**config.mk**
```make
export PLATFORM = sky130hd
export DESIGN_NAME = elevator_car_controller
export DESIGN_NICKNAME = d
export VERILOG_FILES = /design/src/rtl/ecc_pkg.sv /design/src/rtl/ecc_front.sv /design/src/rtl/ecc_queue.sv /design/src/rtl/ecc_back.sv /design/src/rtl/elevator_car_controller.sv
export SDC_FILE = /design/constraint.sdc
export NUM_CORES = 1
export LEC_CHECK = 0
export BUFFER_PORTS_ARGS = -buffer_cell sky130_fd_sc_hd__buf_2
export CELL_PAD_IN_SITES_DETAIL_PLACEMENT = 1
export CELL_PAD_IN_SITES_GLOBAL_PLACEMENT = 1
export CORE_MARGIN = 5
export CORE_UTILIZATION = 30
export CTS_CLUSTER_SIZE = 24
export DETAILED_ROUTE_END_ITERATION = 12
export GPL_TIMING_DRIVEN = 0
export MAX_ROUTING_LAYER = met4
export PLACE_DENSITY_LB_ADDON = 0.1
export SYNTH_ARGS = -nofsm -noshare
export SYNTH_HDL_FRONTEND = slang
export SYNTH_SLANG_ARGS = --single-unit
```
**constraint.sdc**
```tcl
create_clock -name clk -period 4.65 [get_ports clk]
set_clock_uncertainty 0.15 [all_clocks]
set_input_delay 0 -clock clk [delete_from_list [all_inputs] [get_ports clk]]
set_output_delay 0 -clock clk [all_outputs]
set_load 0.01 [all_outputs]
```
**src/rtl/ecc_pkg.sv**
```systemverilog
// Shared types, codes and constants of the elevator car controller.
package ecc_pkg;

    localparam int FLOORS_DEFAULT      = 5;
    localparam int QUEUE_DEPTH_DEFAULT = 2;

    // High nibble of a bus address selects the kind of elevator message.
    localparam logic [3:0] ADDR_HALL   = 4'hC;
    localparam logic [3:0] ADDR_CABIN  = 4'hB;
    localparam logic [3:0] ADDR_SENSOR = 4'hE;

    localparam logic FUNC_MSG  = 1'b0;
    localparam logic FUNC_TICK = 1'b1;

    localparam logic [1:0] SENSOR_FREE   = 2'd0;
    localparam logic [1:0] SENSOR_YELLOW = 2'd1;
    localparam logic [1:0] SENSOR_RED    = 2'd2;
    localparam logic [7:0] SENSOR_MAX    = 8'd2;

    localparam logic [15:0] DWELL_TICKS_RESET = 16'd3000;

    // Register index as seen on the configuration port.
    localparam int         APB_ADDR_W      = 3;
    localparam logic [0:0] REG_DWELL_TICKS = 1'b0;

    typedef logic signed [1:0] dir_t;

    localparam dir_t DIR_DOWN = -2'sd1;
    localparam dir_t DIR_STOP = 2'sd0;
    localparam dir_t DIR_UP   = 2'sd1;

    // Classified item handed from the front end to the car sequencer.
    typedef struct packed {
        logic       is_tick;
        logic       set_call;
        logic       set_sensor;
        logic [1:0] level;
        logic [3:0] floor;
        logic       fwd;
        logic [7:0] fwd_addr;
    } cmd_t;

    // One result item.
    typedef struct packed {
        dir_t       motor_dir;
        logic       door_locked;
        dir_t       shown_direction;
        logic [2:0] shown_floor;
        logic [4:0] call_mask;
        logic       forward_request;
        logic [7:0] forwarded_address;
    } res_t;

endpackage

```
**src/rtl/ecc_front.sv**
```systemverilog
// Front end: accepts input items and classifies bus messages and ticks.
module ecc_front
    import ecc_pkg::*;
#(
    parameter int FLOORS = FLOORS_DEFAULT
)
(
    input  logic        s_tvalid,
    output logic        s_tready,
    input  logic [15:0] s_tdata,   // address [7:0], value [15:8]
    input  logic        s_tuser,   // func [0]
    input  logic        q_full,
    output logic        push,
    output cmd_t        cmd
);

    logic [7:0] address;
    logic [7:0] value;
    logic [3:0] addr_hi;
    logic [3:0] addr_lo;
    logic       is_msg;
    logic       floor_ok;
    logic       is_elev;
    logic       is_sensor;

    assign address   = s_tdata[7:0];
    assign value     = s_tdata[15:8];
    assign addr_hi   = address[7:4];
    assign addr_lo   = address[3:0];
    assign is_msg    = (s_tuser == FUNC_MSG);
    assign floor_ok  = ({1'b0, addr_lo} < 5'(FLOORS));
    assign is_sensor = (addr_hi == ADDR_SENSOR);
    assign is_elev   = floor_ok &&
                       (addr_hi == ADDR_HALL || addr_hi == ADDR_CABIN || is_sensor);

    assign s_tready = !q_full;
    assign push     = s_tvalid && !q_full;

    always_comb
    begin
        cmd.is_tick    = (s_tuser == FUNC_TICK);
        cmd.set_call   = is_msg && is_elev && !is_sensor;
        // A sensor code other than free, yellow or red leaves the sensor alone.
        cmd.set_sensor = is_msg && is_elev && is_sensor && (value <= SENSOR_MAX);
        cmd.level      = value[1:0];
        cmd.floor      = addr_lo;
        cmd.fwd        = is_msg && !is_elev;
        cmd.fwd_addr   = (is_msg && !is_elev) ? address : 8'd0;
    end

endmodule

```
**src/rtl/ecc_queue.sv**
```systemverilog
// Short queue of classified items between the front end and the sequencer.
module ecc_queue
    import ecc_pkg::*;
#(
    parameter int DEPTH = QUEUE_DEPTH_DEFAULT
)
(
    input  logic clk,
    input  logic rst_n,
    input  logic push,
    input  cmd_t din,
    output logic full,
    input  logic pop,
    output cmd_t dout,
    output logic valid
);

    localparam int PW = $clog2(DEPTH);
    localparam int CW = $clog2(DEPTH + 1);

    cmd_t            entry_reg [DEPTH];
    logic [PW-1:0]   wr_ptr_reg;
    logic [PW-1:0]   wr_ptr_next;
    logic [PW-1:0]   rd_ptr_reg;
    logic [PW-1:0]   rd_ptr_next;
    logic [CW-1:0]   count_reg;
    logic [CW-1:0]   count_next;

    assign full  = (count_reg == CW'(DEPTH));
    assign valid = (count_reg != '0);
    assign dout  = entry_reg[rd_ptr_reg];

    always_comb
    begin
        wr_ptr_next = wr_ptr_reg;
        rd_ptr_next = rd_ptr_reg;
        count_next  = count_reg;
        if (push)
        begin
            wr_ptr_next = (wr_ptr_reg == PW'(DEPTH - 1)) ? '0 : wr_ptr_reg + 1'b1;
        end
        if (pop)
        begin
            rd_ptr_next = (rd_ptr_reg == PW'(DEPTH - 1)) ? '0 : rd_ptr_reg + 1'b1;
        end
        if (push && !pop)
        begin
            count_next = count_reg + 1'b1;
        end
        else if (pop && !push)
        begin
            count_next = count_reg - 1'b1;
        end
    end

    always_ff @(posedge clk or negedge rst_n)
    begin
        if (!rst_n)
        begin
            wr_ptr_reg <= '0;
            rd_ptr_reg <= '0;
            count_reg  <= '0;
        end
        else
        begin
            wr_ptr_reg <= wr_ptr_next;
            rd_ptr_reg <= rd_ptr_next;
            count_reg  <= count_next;
        end
    end

    always_ff @(posedge clk)
    begin
        if (push)
        begin
            entry_reg[wr_ptr_reg] <= din;
        end
    end

endmodule

```
**src/rtl/ecc_back.sv**
```systemverilog
// Back end: car state machine, call and sensor tables, and the result register.
module ecc_back
    import ecc_pkg::*;
#(
    parameter int FLOORS = FLOORS_DEFAULT
)
(
    input  logic        clk,
    input  logic        rst_n,
    input  logic [15:0] dwell_ticks,
    input  logic        q_valid,
    input  cmd_t        cmd,
    output logic        pop,
    output logic        m_tvalid,
    input  logic        m_tready,
    output res_t        res
);

    localparam int IW = $clog2(FLOORS);
    localparam int FW = $clog2(FLOORS + 1);
    localparam logic [FW-1:0]   TOP_FLOOR = FW'(FLOORS);
    localparam logic signed [FW+1:0] DIFF_ONE  = 1;
    localparam logic signed [FW+1:0] DIFF_MONE = -1;

    typedef enum logic [2:0] {
        PH_IDLE,
        PH_PASS_YELLOW,
        PH_PASS_RED,
        PH_PASS_DWELL,
        PH_TGT_YELLOW,
        PH_TGT_RED,
        PH_TGT_DWELL
    } phase_t;

    phase_t               phase_reg;
    phase_t               phase_next;
    logic [FW-1:0]        car_floor_reg;
    logic [FW-1:0]        car_floor_next;
    logic [IW-1:0]        target_reg;
    logic [IW-1:0]        target_next;
    dir_t                 travel_dir_reg;
    dir_t                 travel_dir_next;
    logic [FLOORS-1:0]    pending_reg;
    logic [FLOORS-1:0]    pending_next;
    logic [1:0]           sensor_reg [FLOORS];
    logic [1:0]           sensor_next [FLOORS];
    logic [15:0]          dwell_reg;
    logic [15:0]          dwell_next;
    dir_t                 motor_reg;
    dir_t                 motor_next;
    logic                 door_reg;
    logic                 door_next;
    dir_t                 disp_dir_reg;
    dir_t                 disp_dir_next;
    logic [FW-1:0]        disp_floor_reg;
    logic [FW-1:0]        disp_floor_next;
    logic                 out_valid_reg;
    res_t                 out_reg;
    res_t                 out_next;

    logic [IW-1:0]        cmd_idx;
    logic signed [FW:0]   nxt;
    logic                 nxt_in;
    logic [IW-1:0]        nxt_idx;
    logic [1:0]           sens_nxt;
    logic                 call_nxt;
    logic                 car_in;
    logic [IW-1:0]        car_idx;
    logic [FLOORS-1:0]    pend_idle;
    logic                 served;
    logic                 up_hit;
    logic [IW-1:0]        up_idx;
    logic                 dn_hit;
    logic [IW-1:0]        dn_idx;
    logic [IW-1:0]        found_idx;
    dir_t                 found_dir;

    // True when the target lies more than one floor from the car in the travel direction.
    function automatic logic leg_pass(input logic [FW-1:0] car, input logic [IW-1:0] tgt,
                                      input dir_t dir);
        logic signed [FW+1:0] diff;
        diff = signed'({2'b00, FW'(tgt)}) - signed'({2'b00, car});
        return (dir == DIR_UP && diff > DIFF_ONE) || (dir == DIR_DOWN && diff < DIFF_MONE);
    endfunction

    assign pop      = q_valid && (!out_valid_reg || m_tready);
    assign m_tvalid = out_valid_reg;
    assign res      = out_reg;
    assign cmd_idx  = cmd.floor[IW-1:0];
    assign car_in   = (car_floor_reg < TOP_FLOOR);
    assign car_idx  = car_floor_reg[IW-1:0];

    always_comb
    begin
        // Message or tick takes effect before the state machine looks.
        pending_next = pending_reg;
        sensor_next  = sensor_reg;
        dwell_next   = dwell_reg;
        if (cmd.set_call)
        begin
            pending_next[cmd_idx] = 1'b1;
        end
        if (cmd.set_sensor)
        begin
            sensor_next[cmd_idx] = cmd.level;
        end
        if (cmd.is_tick && dwell_reg != 16'd0)
        begin
            dwell_next = dwell_reg - 16'd1;
        end

        car_floor_next  = car_floor_reg;
        target_next     = target_reg;
        travel_dir_next = travel_dir_reg;
        phase_next      = phase_reg;
        motor_next      = motor_reg;
        door_next       = door_reg;
        disp_dir_next   = disp_dir_reg;
        disp_floor_next = disp_floor_reg;

        // Floor the car approaches next; may fall outside the shaft.
        nxt      = signed'({1'b0, car_floor_reg}) +
                   signed'({{(FW - 1){travel_dir_reg[1]}}, travel_dir_reg});
        nxt_in   = !nxt[FW] && (nxt[FW-1:0] < TOP_FLOOR);
        nxt_idx  = nxt[IW-1:0];
        sens_nxt = nxt_in ? sensor_next[nxt_idx] : SENSOR_FREE;
        call_nxt = nxt_in && pending_next[nxt_idx];

        // Idle search: clear a call at the current floor, then look up, then down.
        pend_idle = pending_next;
        served    = car_in && pending_next[car_idx];
        if (served)
        begin
            pend_idle[car_idx] = 1'b0;
        end
        up_hit = 1'b0;
        up_idx = '0;
        for (int f = FLOORS - 1; f >= 0; f--)
        begin
            if (pend_idle[f] && FW'(f) >= car_floor_reg)
            begin
                up_hit = 1'b1;
                up_idx = IW'(f);
            end
        end
        dn_hit = 1'b0;
        dn_idx = '0;
        for (int f = 0; f < FLOORS; f++)
        begin
            if (pend_idle[f] && FW'(f) < car_floor_reg)
            begin
                dn_hit = 1'b1;
                dn_idx = IW'(f);
            end
        end
        found_idx = up_hit ? up_idx : dn_idx;
        found_dir = up_hit ? DIR_UP : DIR_DOWN;

        unique case (phase_reg)
            PH_IDLE:
            begin
                pending_next = pend_idle;
                if (up_hit || dn_hit)
                begin
                    target_next     = found_idx;
                    travel_dir_next = found_dir;
                    motor_next      = found_dir;
                    disp_dir_next   = found_dir;
                    disp_floor_next = car_floor_reg;
                    door_next       = 1'b1;
                    phase_next      = leg_pass(car_floor_reg, found_idx, found_dir) ?
                                      PH_PASS_YELLOW : PH_TGT_YELLOW;
                end
                else if (served)
                begin
                    door_next = 1'b0;
                end
            end
            PH_PASS_YELLOW:
            begin
                if (sens_nxt == SENSOR_YELLOW)
                begin
                    if (call_nxt)
                    begin
                        motor_next = DIR_STOP;
                    end
                    phase_next = PH_PASS_RED;
                end
            end
            PH_PASS_RED:
            begin
                if (sens_nxt == SENSOR_RED)
                begin
                    if (call_nxt)
                    begin
                        disp_dir_next          = DIR_STOP;
                        disp_floor_next        = nxt[FW-1:0];
                        pending_next[nxt_idx]  = 1'b0;
                        door_next              = 1'b0;
                        dwell_next             = dwell_ticks;
                        phase_next             = PH_PASS_DWELL;
                    end
                    else
                    begin
                        car_floor_next  = nxt[FW-1:0];
                        disp_dir_next   = travel_dir_reg;
                        disp_floor_next = nxt[FW-1:0];
                        phase_next      = leg_pass(nxt[FW-1:0], target_reg, travel_dir_reg) ?
                                          PH_PASS_YELLOW : PH_TGT_YELLOW;
                    end
                end
            end
            PH_PASS_DWELL:
            begin
                if (dwell_next == 16'd0)
                begin
                    door_next       = 1'b1;
                    motor_next      = travel_dir_reg;
                    car_floor_next  = nxt[FW-1:0];
                    disp_dir_next   = travel_dir_reg;
                    disp_floor_next = nxt[FW-1:0];
                    phase_next      = leg_pass(nxt[FW-1:0], target_reg, travel_dir_reg) ?
                                      PH_PASS_YELLOW : PH_TGT_YELLOW;
                end
            end
            PH_TGT_YELLOW:
            begin
                if (sensor_next[target_reg] == SENSOR_YELLOW)
                begin
                    motor_next = DIR_STOP;
                    phase_next = PH_TGT_RED;
                end
            end
            PH_TGT_RED:
            begin
                if (sensor_next[target_reg] == SENSOR_RED)
                begin
                    pending_next[target_reg] = 1'b0;
                    car_floor_next           = FW'(target_reg);
                    disp_dir_next            = DIR_STOP;
                    disp_floor_next          = FW'(target_reg);
                    door_next                = 1'b0;
                    dwell_next               = dwell_ticks;
                    phase_next               = PH_TGT_DWELL;
                end
            end
            PH_TGT_DWELL:
            begin
                if (dwell_next == 16'd0)
                begin
                    phase_next = PH_IDLE;
                end
            end
            default:
            begin
                phase_next = PH_IDLE;
            end
        endcase

        out_next.motor_dir         = motor_next;
        out_next.door_locked       = door_next;
        out_next.shown_direction   = disp_dir_next;
        out_next.shown_floor       = 3'(disp_floor_next);
        out_next.call_mask         = 5'(pending_next);
        out_next.forward_request   = cmd.fwd;
        out_next.forwarded_address = cmd.fwd_addr;
    end

    always_ff @(posedge clk or negedge rst_n)
    begin
        if (!rst_n)
        begin
            phase_reg      <= PH_IDLE;
            car_floor_reg  <= TOP_FLOOR;
            target_reg     <= '0;
            travel_dir_reg <= DIR_STOP;
            pending_reg    <= FLOORS'(1);
            for (int f = 0; f < FLOORS; f++)
            begin
                sensor_reg[f] <= SENSOR_FREE;
            end
            dwell_reg      <= 16'd0;
            motor_reg      <= DIR_STOP;
            door_reg       <= 1'b0;
            disp_dir_reg   <= DIR_STOP;
            disp_floor_reg <= TOP_FLOOR;
            out_valid_reg  <= 1'b0;
        end
        else
        begin
            if (pop)
            begin
                phase_reg      <= phase_next;
                car_floor_reg  <= car_floor_next;
                target_reg     <= target_next;
                travel_dir_reg <= travel_dir_next;
                pending_reg    <= pending_next;
                sensor_reg     <= sensor_next;
                dwell_reg      <= dwell_next;
                motor_reg      <= motor_next;
                door_reg       <= door_next;
                disp_dir_reg   <= disp_dir_next;
                disp_floor_reg <= disp_floor_next;
                out_valid_reg  <= 1'b1;
            end
            else if (m_tready)
            begin
                out_valid_reg <= 1'b0;
            end
        end
    end

    always_ff @(posedge clk)
    begin
        if (pop)
        begin
            out_reg <= out_next;
        end
    end

endmodule

```
**src/rtl/elevator_car_controller.sv**
```systemverilog
// Top level of the elevator car controller: configuration port, front end, queue, sequencer.
// An accepted item passes through the queue and then the result register.
// Throughput: one item per cycle unless stalled; the queue and result register pass one each.
// A stalled result port holds the result; the queue then fills and input ready drops.
// Reset (rst_n, asynchronous, active low) puts the car above the shaft with a ground-floor
// hall call pending, all sensors released, door open and motor stopped; dwell_ticks is 3000.
module elevator_car_controller
    import ecc_pkg::*;
#(
    parameter int FLOORS      = FLOORS_DEFAULT,
    parameter int QUEUE_DEPTH = QUEUE_DEPTH_DEFAULT
)
(
    input  logic                  clk,
    input  logic                  rst_n,

    // Input items.
    input  logic                  s_tvalid,
    output logic                  s_tready,
    input  logic [15:0]           s_tdata,   // address [7:0], value [15:8]
    input  logic                  s_tuser,   // func [0]

    // Result items.
    output logic                  m_tvalid,
    input  logic                  m_tready,
    output logic [23:0]           m_tdata,   // motor_dir [1:0], door_locked [2],
                                             // shown_direction [4:3], shown_floor [7:5],
                                             // call_mask [12:8], forwarded_address [20:13]
    output logic                  m_tuser,   // forward_request [0]

    // Configuration port.
    input  logic                  psel,
    input  logic                  penable,
    input  logic                  pwrite,
    input  logic [APB_ADDR_W-1:0] paddr,
    input  logic [31:0]           pwdata,
    output logic [31:0]           prdata,
    output logic                  pready
);

    logic [15:0] dwell_ticks_reg;
    logic        cfg_write;
    logic [0:0]  reg_index;

    logic        q_full;
    logic        q_push;
    cmd_t        q_din;
    logic        q_pop;
    cmd_t        q_dout;
    logic        q_valid;
    res_t        res;

    // The configuration port has a single register, the door dwell time in ticks.
    // Byte address bit 2 selects the register; the low address bits are ignored.
    assign pready    = 1'b1;
    assign reg_index = paddr[2:2];
    assign cfg_write = psel && penable && pwrite && pready;
    assign prdata    = (reg_index == REG_DWELL_TICKS) ? {16'd0, dwell_ticks_reg} : 32'd0;

    always_ff @(posedge clk or negedge rst_n)
    begin
        if (!rst_n)
        begin
            dwell_ticks_reg <= DWELL_TICKS_RESET;
        end
        else if (cfg_write && reg_index == REG_DWELL_TICKS)
        begin
            dwell_ticks_reg <= pwdata[15:0];
        end
    end

    // The front end decodes bus addresses into calls, sensor updates and
    // forwarding requests, and pushes the classified item into the queue.
    ecc_front #(
        .FLOORS (FLOORS)
    ) u_front (
        .s_tvalid (s_tvalid),
        .s_tready (s_tready),
        .s_tdata  (s_tdata),
        .s_tuser  (s_tuser),
        .q_full   (q_full),
        .push     (q_push),
        .cmd      (q_din)
    );

    // The queue lets the front end keep accepting while a result waits.
    ecc_queue #(
        .DEPTH (QUEUE_DEPTH)
    ) u_queue (
        .clk   (clk),
        .rst_n (rst_n),
        .push  (q_push),
        .din   (q_din),
        .full  (q_full),
        .pop   (q_pop),
        .dout  (q_dout),
        .valid (q_valid)
    );

    // The sequencer applies each item, lets the car state machine pass at most
    // one wait point, and registers the result.
    ecc_back #(
        .FLOORS (FLOORS)
    ) u_back (
        .clk         (clk),
        .rst_n       (rst_n),
        .dwell_ticks (dwell_ticks_reg),
        .q_valid     (q_valid),
        .cmd         (q_dout),
        .pop         (q_pop),
        .m_tvalid    (m_tvalid),
        .m_tready    (m_tready),
        .res         (res)
    );

    assign m_tdata = {3'd0, res.forwarded_address, res.call_mask, res.shown_floor,
                      res.shown_direction, res.door_locked, res.motor_dir};
    assign m_tuser = res.forward_request;

    // An accepted item is held in the queue on the next cycle.
    a_push_lands: assert property (@(posedge clk) disable iff (!rst_n)
        (s_tvalid && s_tready) |=> q_valid)
        else $error("accepted item did not reach the queue");

    // A result appears only for an item that was waiting in the queue.
    a_result_has_item: assert property (@(posedge clk) disable iff (!rst_n)
        $rose(m_tvalid) |-> $past(q_valid))
        else $error("result produced without a queued item");

    // A waiting item moves to a free result register at once.
    a_queue_drains: assert property (@(posedge clk) disable iff (!rst_n)
        (q_valid && !m_tvalid) |=> m_tvalid)
        else $error("queued item not moved to the free result register");

    // The forwarded address is zero unless forwarding is requested.
    a_fwd_addr_zero: assert property (@(posedge clk) disable iff (!rst_n)
        m_tvalid |-> (m_tuser || m_tdata[20:13] == 8'd0))
        else $error("forwarded address set without a forward request");

endmodule
```
# Word-level counts from Yosys, hierarchy flattened

Memory sizes are Yosys's and may differ from the RTL's.
Cells that the tools add are included.

Register bits: 93
RAM bits: 36
Input bits: 59
Output and inout port bits: 60
Word-level logic and storage cells: 268
Memories kept: 1

Memories:

| memory            | words | bits a word | read ports | clocked after memory_dff | write ports | line            | text |
|---|---|---|---|---|---|---|---|
| u_queue.entry_reg | 2     | 18          | 1          | 0                        | 1           | ecc_queue.sv:21 | `cmd_t entry_reg [DEPTH];` |

Add/sub/neg operators: 8
$lt $le $gt $ge: 30
Equality and inequality tests: 26
Muxes and demuxes: 105
Bitwise operators: 12
Reductions and logical operators: 59

Operators by type and width:

| operator                                                                 | number |
|---|---|
| 16-bit two-way mux                                                       | 5 |
| 3-bit two-way mux                                                        | 25 |
| 2-bit two-way mux                                                        | 21 |
| 1-bit logical AND                                                        | 36 |
| 16-bit case mux with 2 select lines                                      | 1 |
| 1-bit two-way mux                                                        | 29 |
| 5-bit two-way mux                                                        | 5 |
| 3-bit case mux with 7 select lines                                       | 1 |
| 16-bit logical NOT                                                       | 1 |
| 3-bit by 4-bit < comparator with 1-bit output (second input constant)    | 4 |
| 2-bit case mux with 4 select lines                                       | 2 |
| 16-bit nonzero test                                                      | 1 |
| 16-bit by 1-bit subtractor with 16-bit output (second input constant)    | 1 |
| 5-bit AND                                                                | 3 |
| 5-bit inverter                                                           | 3 |
| 5-bit case mux with 3 select lines                                       | 1 |
| 2-bit by 1-bit inequality test with 1-bit output (second input constant) | 7 |
| 2-bit binary-select mux with 3-bit select                                | 2 |
| 1-bit demux with 3-bit select                                            | 4 |
| 4-bit == test (second input constant)                                    | 3 |
| 3-bit by 1-bit >= comparator with 1-bit output (second input constant)   | 4 |
| 4-bit >= comparator (second input constant)                              | 3 |
| 3-bit inverter with 4-bit output                                         | 3 |
| 3-bit case mux with 4 select lines                                       | 1 |
| other kinds (40)                                                         | 74 |

# Logic depth before layout (Yosys ltp)

An unclocked memory read counts as a cell.

Word-level depth: 25
Gate-level depth with buffers: 20
Depth with buffers taken out: 17

# Cells and area by module

A second synthesis with hierarchy kept.

Cells, all modules: 774
Area total of the unflattened synthesis: 7,982.7 um^2

Modules (own cells, without submodules):

| module                  | times used | cells an instance | area an instance (um^2) | sequential area each (um^2) |
|---|---|---|---|---|
| ecc_back                | 1          | 597               | 5,257.5                 | 1,943.1 |
| ecc_queue               | 1          | 72                | 1,537.7                 | 1,181.1 |
| elevator_car_controller | 1          | 73                | 930.9                   | 409.1 |
| ecc_front               | 1          | 32                | 256.5                   | 0.0 |

# Worst setup path after synthesis

Ideal clock, no wire load.

Path kind: reg-to-reg
From: reg u_queue.rd_ptr_reg
To: reg u_back.phase_reg[0]
Library setup time: 128 ps
Arrival time: 3,951 ps
Required time: 4,372 ps
Setup slack: 421 ps
Stages on the path, launching flop included: 20
Path buffers: 3
Period minus slack after synthesis: 4,229 ps
Cell sequence: dfrtp_1 buf_6 buf_6 nand3b_1 a22o_1 or4b_1 o2111ai_1 o221a_2 clkbuf_1 o21ai_0 o21ai_0 nand2_1 ha_1 fa_1 xor2_1 o31ai_1 mux2i_1 o21ai_0 o22ai_1 mux2_1

Longest elaborated chain between the ends: 25
Elaborated cells on any way between the ends: 91
Classes of those cells: add/sub: 1; order compare: 6; eq/ne: 13; mux: 46; bitwise: 3; reduce/logical: 21; memory: 1

Ends and longest elaborated chain:

| what                                                                                                                                  | line            | text |
|---|---|---|
| start: declaration                                                                                                                    | ecc_queue.sv:24 | `logic [PW-1:0] rd_ptr_reg;` |
| start signal: assignment                                                                                                              | ecc_queue.sv:67 | `rd_ptr_reg <= rd_ptr_next;` |
| memory read 2 x 18 bit *                                                                                                              | -               |  |
| 3-bit by 4-bit < comparator with 1-bit output (not written as such) or 3-bit by 1-bit >= comparator with 1-bit output (tied branches) | ecc_back.sv:101 | `pending_next[cmd_idx] = 1'b1;` |
| 1-bit logical AND (not written as such)                                                                                               | ecc_back.sv:101 |  |
| 1-bit two-way mux (not written as such)                                                                                               | ecc_back.sv:101 |  |
| 1-bit demux with 3-bit select                                                                                                         | -               |  |
| 5-bit bitwise OR (no line)                                                                                                            | -               |  |
| 5-bit two-way mux                                                                                                                     | ecc_back.sv:99  | `if (cmd.set_call)` |
| 1-bit binary-select mux with 3-bit select                                                                                             | ecc_back.sv:131 | `served = car_in && pending_next[car_idx];` |
| [... 9 more ...]                                                                                                                      | -               |  |
| 3-bit two-way mux                                                                                                                     | ecc_back.sv:156 | `found_idx = up_hit ? up_idx : dn_idx;` |
| 3-bit by 3-bit subtractor with 4-bit output                                                                                           | ecc_back.sv:82  | `diff = signed'({2'b00, FW'(tgt)}) - signed'({2'b00, car});` |
| 5-bit by 2-bit > comparator with 1-bit output or 5-bit by 1-bit < comparator with 1-bit output (tied branches)                        | ecc_back.sv:83  | `return (dir == DIR_UP && diff > DIFF_ONE) \|\| (dir == DIR_DOWN && diff < DIFF_MONE);` |
| 1-bit logical AND                                                                                                                     | ecc_back.sv:83  |  |
| 1-bit logical OR                                                                                                                      | ecc_back.sv:83  |  |
| 3-bit two-way mux                                                                                                                     | ecc_back.sv:171 | `phase_next = leg_pass(car_floor_reg, found_idx, found_dir) ?` |
| 3-bit two-way mux                                                                                                                     | ecc_back.sv:163 | `if (up_hit \|\| dn_hit)` |
| 3-bit case mux with 7 select lines                                                                                                    | ecc_back.sv:159 | `unique case (phase_reg)` |
| end signal: assignment                                                                                                                | ecc_back.sv:293 | `phase_reg <= phase_next;` |
| end: declaration                                                                                                                      | ecc_back.sv:35  | `phase_t phase_reg;` |

Mark *: on every way between the ends. The rest lies on a longest branch, timed or not. The select of a mux whose other input is x is not followed.
A chain may end at the register's enable or synchronous reset.

# Worst setup path after layout

From: reg u_back.travel_dir_reg[0]
To: reg u_back.phase_reg[0]

Longest elaborated chain between the ends: 9
Elaborated cells on any way between the ends: 30
Classes of those cells: add/sub: 2; order compare: 3; eq/ne: 6; mux: 11; bitwise: 1; reduce/logical: 7

Ends and longest elaborated chain:

| what                                                                                            | line                                              | text |
|---|---|---|
| start: declaration                                                                              | ecc_back.sv:41                                    | `dir_t travel_dir_reg;` |
| start signal: assignment                                                                        | ecc_back.sv:296                                   | `travel_dir_reg <= travel_dir_next;` |
| 4-bit by 2-bit adder with 4-bit output                                                          | ecc_back.sv:122                                   | `nxt = signed'({1'b0, car_floor_reg}) +` |
| 3-bit by 3-bit subtractor with 4-bit output or 3-bit inverter with 4-bit output (tied branches) | ecc_back.sv:82, ecc_back.sv:126                   |  |
| 5-bit by 2-bit > comparator with 1-bit output, or another cell as far along                     | ecc_back.sv:83                                    |  |
| 1-bit logical AND or 2-bit two-way mux (tied branches)                                          | ecc_back.sv:83, ecc_back.sv:126                   |  |
| 1-bit logical OR or 2-bit two-way mux (tied branches)                                           | ecc_back.sv:83, ecc_back.sv:126                   |  |
| 3-bit two-way mux or 2-bit two-way mux (tied branches)                                          | ecc_back.sv:208, ecc_back.sv:222, ecc_back.sv:126 |  |
| 3-bit two-way mux, or another cell as far along                                                 | ecc_back.sv:194                                   | `if (call_nxt)` |
| 3-bit two-way mux or 2-bit by 1-bit inequality test with 1-bit output (tied branches)           | -                                                 |  |
| 3-bit case mux with 7 select lines or 8-bit AND reduction (tied branches)                       | -                                                 |  |

Parallel ways exist; a longest one is shown, timed or not. The select of a mux whose other input is x is not followed.

==> impl_results.md <==
* P_int at 2.87 mW
* Startpoint types: flop
* H-Tree Depth at 4
* Leak pwr at 4.02 nW
* Initial cell density of the core at 0.303
* Max reg flops at 34
* Sequential share of power at 0.367
* Placed Cells at 1213
* Clock slew at reported path FFs at 70 ps
* CTS Buf Count at 17
* Crit Path Max Fanout at 10
* Worst vdd ir at 0.218 mV
* Logic pwr share at 0.347
* MaxCap Viol Count at 0
* NetSw at 1.76 mW
* EDFF count, synth at 56
* GR Overflow Total at 0
* Worst-case clock buffer depth at 2
* Net Sw Frac at 0.380
* Period minus WS final at 4470 ps
* CP arrival at 4620 ps
* Final hold violation count at 0
* CTS tree: done
* Setup crit end kind: flop
* Mapped Cells at 777
* Area occupied by multi-input gates at 0.00415 mm2
* Die width at 172 um
* Syn avg cell area at 10.1 um2
* ANT nets after route at 0
* Pre-CTS setup slack at -727 ps
* Post-layout nets at 1018
* Rel. slew slack at 0.232
* Layout area overhead at 26.4%
* Commonest non-fill, non-tap cell in the layout: buf_2
* IO Pins at 119
* Clock power frac at 0.286
* Vias at 6764
* Post-synth ARST share at 0.559
* Commonest non-fill, non-tap cells in the layout: 79 x buf_2, 60 x nand2_1, 59 x dfrtp_1
* Global-route wire length before repair at 42200 um
* Fin util at 0.384
* Iteration-0 DRC Markers at 284
* Run status: completed
* Largest net degree at the start of global routing at 53
* Hold Path Stages at 3
* #FFs+latches synth at 127
* Ratio of total power to cell area at 466 mW/mm2
* Non-filler cells, final at 1292
* TritonRoute pass-1 iters at 4
* Total power at 4.64 mW
* Core ar. at 0.0259 mm2
* Post-route setup TNS at 0 ps
* Fmax at 224 MHz
* DP HPWL at 19300 um
* Hold path start: pwrite
* Slew Viols, Final at 0
* Launching point of the worst reg2reg path: u_back.travel_dir_reg[0]
* Synth Cell Area at 0.00786 mm2
* GR Util All Layers at 0.189
* Hold endpoint: dwell_ticks_reg[2]
* Die height at 172 um
* Rows at 59
* Initial antenna violation count at 0
* Number of port buffers at 80
* DRC errors left at 0
* RePlAce Congestion at 0.918
* DR WL/cell at 20.5 um
* Vias per inst at 5.24
* Fin crit share at 0.960
* Fin worst setup slack at 185 ps
* Yosys warns at 0
* Worst Tran Pin Value at 1150 ps
* Root buffer cell: clkbuf_16
* Cells on worst reg2reg path at 13
* Final WL at 26500 um
* Share of layout cells above drive strength 1 at 0.248
* RSZ-0062 raised after global routing: false
* Clk_lat worst skew at 430 ps
* Die footprint at 0.0296 mm2
* Number of fill cells in the layout at 2907
* Synth Flop Type: dfrtp_1
* Ant diodes at 0
* CP Class: flop to flop
* Register area at 0.00347 mm2
* Register area share after synthesis at 0.442
* CTS sink count at 127
* Number of setup violations in the final report at 0
* R2R Setup Slk at 180 ps
* Vias in the first global route at 7364
* Hold Crit Class: input port to flop
* Netlist cell types at 93
* Worst endpoint required time at 4810 ps
* R2R Path End: u_back.phase_reg[0]
==> power by group through the flow <==
stage / clock, mW / combinational, mW / sequential [mW]
floorplan: 0 / 0.972 / 1.70
global placement: 0 / 1.48 / 1.71
detailed placement: 0 / 1.57 / 1.72
CTS: 1.36 / 1.60 / 1.70
global route: 1.41 / 1.77 / 1.73
finish: 1.33 / 1.61 / 1.70
==> cell families after synthesis <==
| logic type | synth area share |
|---|---|
| AOI/OAI and AO/OA | 0.181 |
| and+or+nand+nor | 0.181 |
| muxes | 0.101 |
| buffers and inverters | 0.0520 |
| xor gates and xnor gates | 0.0154 |
| adders and majority gates | 0.0267 |
| other | 0.000955 |
| DFF | 0.442 |
==> routing by layer <==
metal,vias up,track usage,part of all wire
li1,3209,-,-
met1,3371,0.241,0.46
met4,0,0.0625,0.024
met5,-,-,0
met2,147,0.307,0.48
met3,37,0.0306,0.035
==> stage by stage <==
stage | hold WS, ps | cell area, um2
floorplan | -446 | 7930
global placement | 55.5 | 8750
detailed placement | -223 | 8830
CTS | 79.5 | 9810
global route | 90.1 | 9940
finish | 80.7 | 9940
==> layout make-up <==
cell class	count	share of cell area
multi-input combinational	586	0.417
sequential	127	0.349
timing repair buffer	131	0.0926
clock buffer	17	0.0428
tap	335	0.0422
buffer	53	0.0308
clock inverter	15	0.0141
inverter	28	0.0106
==> cells in the mapped netlist (8+ instances only) <==
cell | n | area [um2]
nand3_1 | 16 | 80.1
ha_1 | 12 | 150
a21o_1 | 8 | 60.1
clkbuf_1 | 30 | 113
a21oi_1 | 40 | 200
inv_1 | 26 | 97.6
dfstp_2 | 12 | 315
o21ai_1 | 10 | 50.1
dfrtp_1 | 59 | 1480
a22o_1 | 8 | 70.1
nor3_1 | 22 | 110
a211oi_1 | 10 | 75.1
buf_4 | 21 | 158
nand2_1 | 60 | 225
o31ai_1 | 8 | 60.1
nor2_1 | 53 | 199
mux2_2 | 38 | 428
edfxtp_1 | 56 | 1680
or3_1 | 15 | 93.8
o21ai_0 | 28 | 140
a22oi_1 | 10 | 75.1
mux2i_1 | 30 | 300
nor2b_1 | 25 | 156
and2_1 | 15 | 93.8
==> worst max-delay path, stage by stage (launching register included) <==
cell	delay [ps]
dfrtp_1	510
ha_1	290
fa_1	450
xor2_4	330
inv_2	100
clkbuf_1	270
nand3_1	160
mux2i_1	80
a2111oi_0	560
and2_1	350
a21oi_4	170
nor3_4	280
and4_1	310
mux2_1	330
==> how the worst max path moves through the flow <==
stage | to | from | cells past startpoint | slack, ps
finish | u_back.phase_reg[0] | u_back.travel_dir_reg[0] | 13 | 180
global route | u_back.phase_reg[0] | u_queue.rd_ptr_reg | 18 | 20
CTS | u_back.phase_reg[0] | u_queue.rd_ptr_reg | 16 | 20
detailed placement | u_back.phase_reg[0] | u_queue.rd_ptr_reg | 19 | -730
global placement | u_back.phase_reg[0] | u_queue.rd_ptr_reg | 19 | -620
floorplan | u_back.phase_reg[0] | u_queue.rd_ptr_reg | 19 | 420
==> timing repair <==
item | CTS | global route
cloned | 0 | 0
hold endpoints to repair | 132 | 0
hold buffers | 35 | 0
endpoints found under the setup margin | 17 | 25
pin swaps | 2 | 5
resized for setup | 6 | 19
buffers inserted | 6 | 7
No activity file was read; power rests on OpenSTA's default activity.
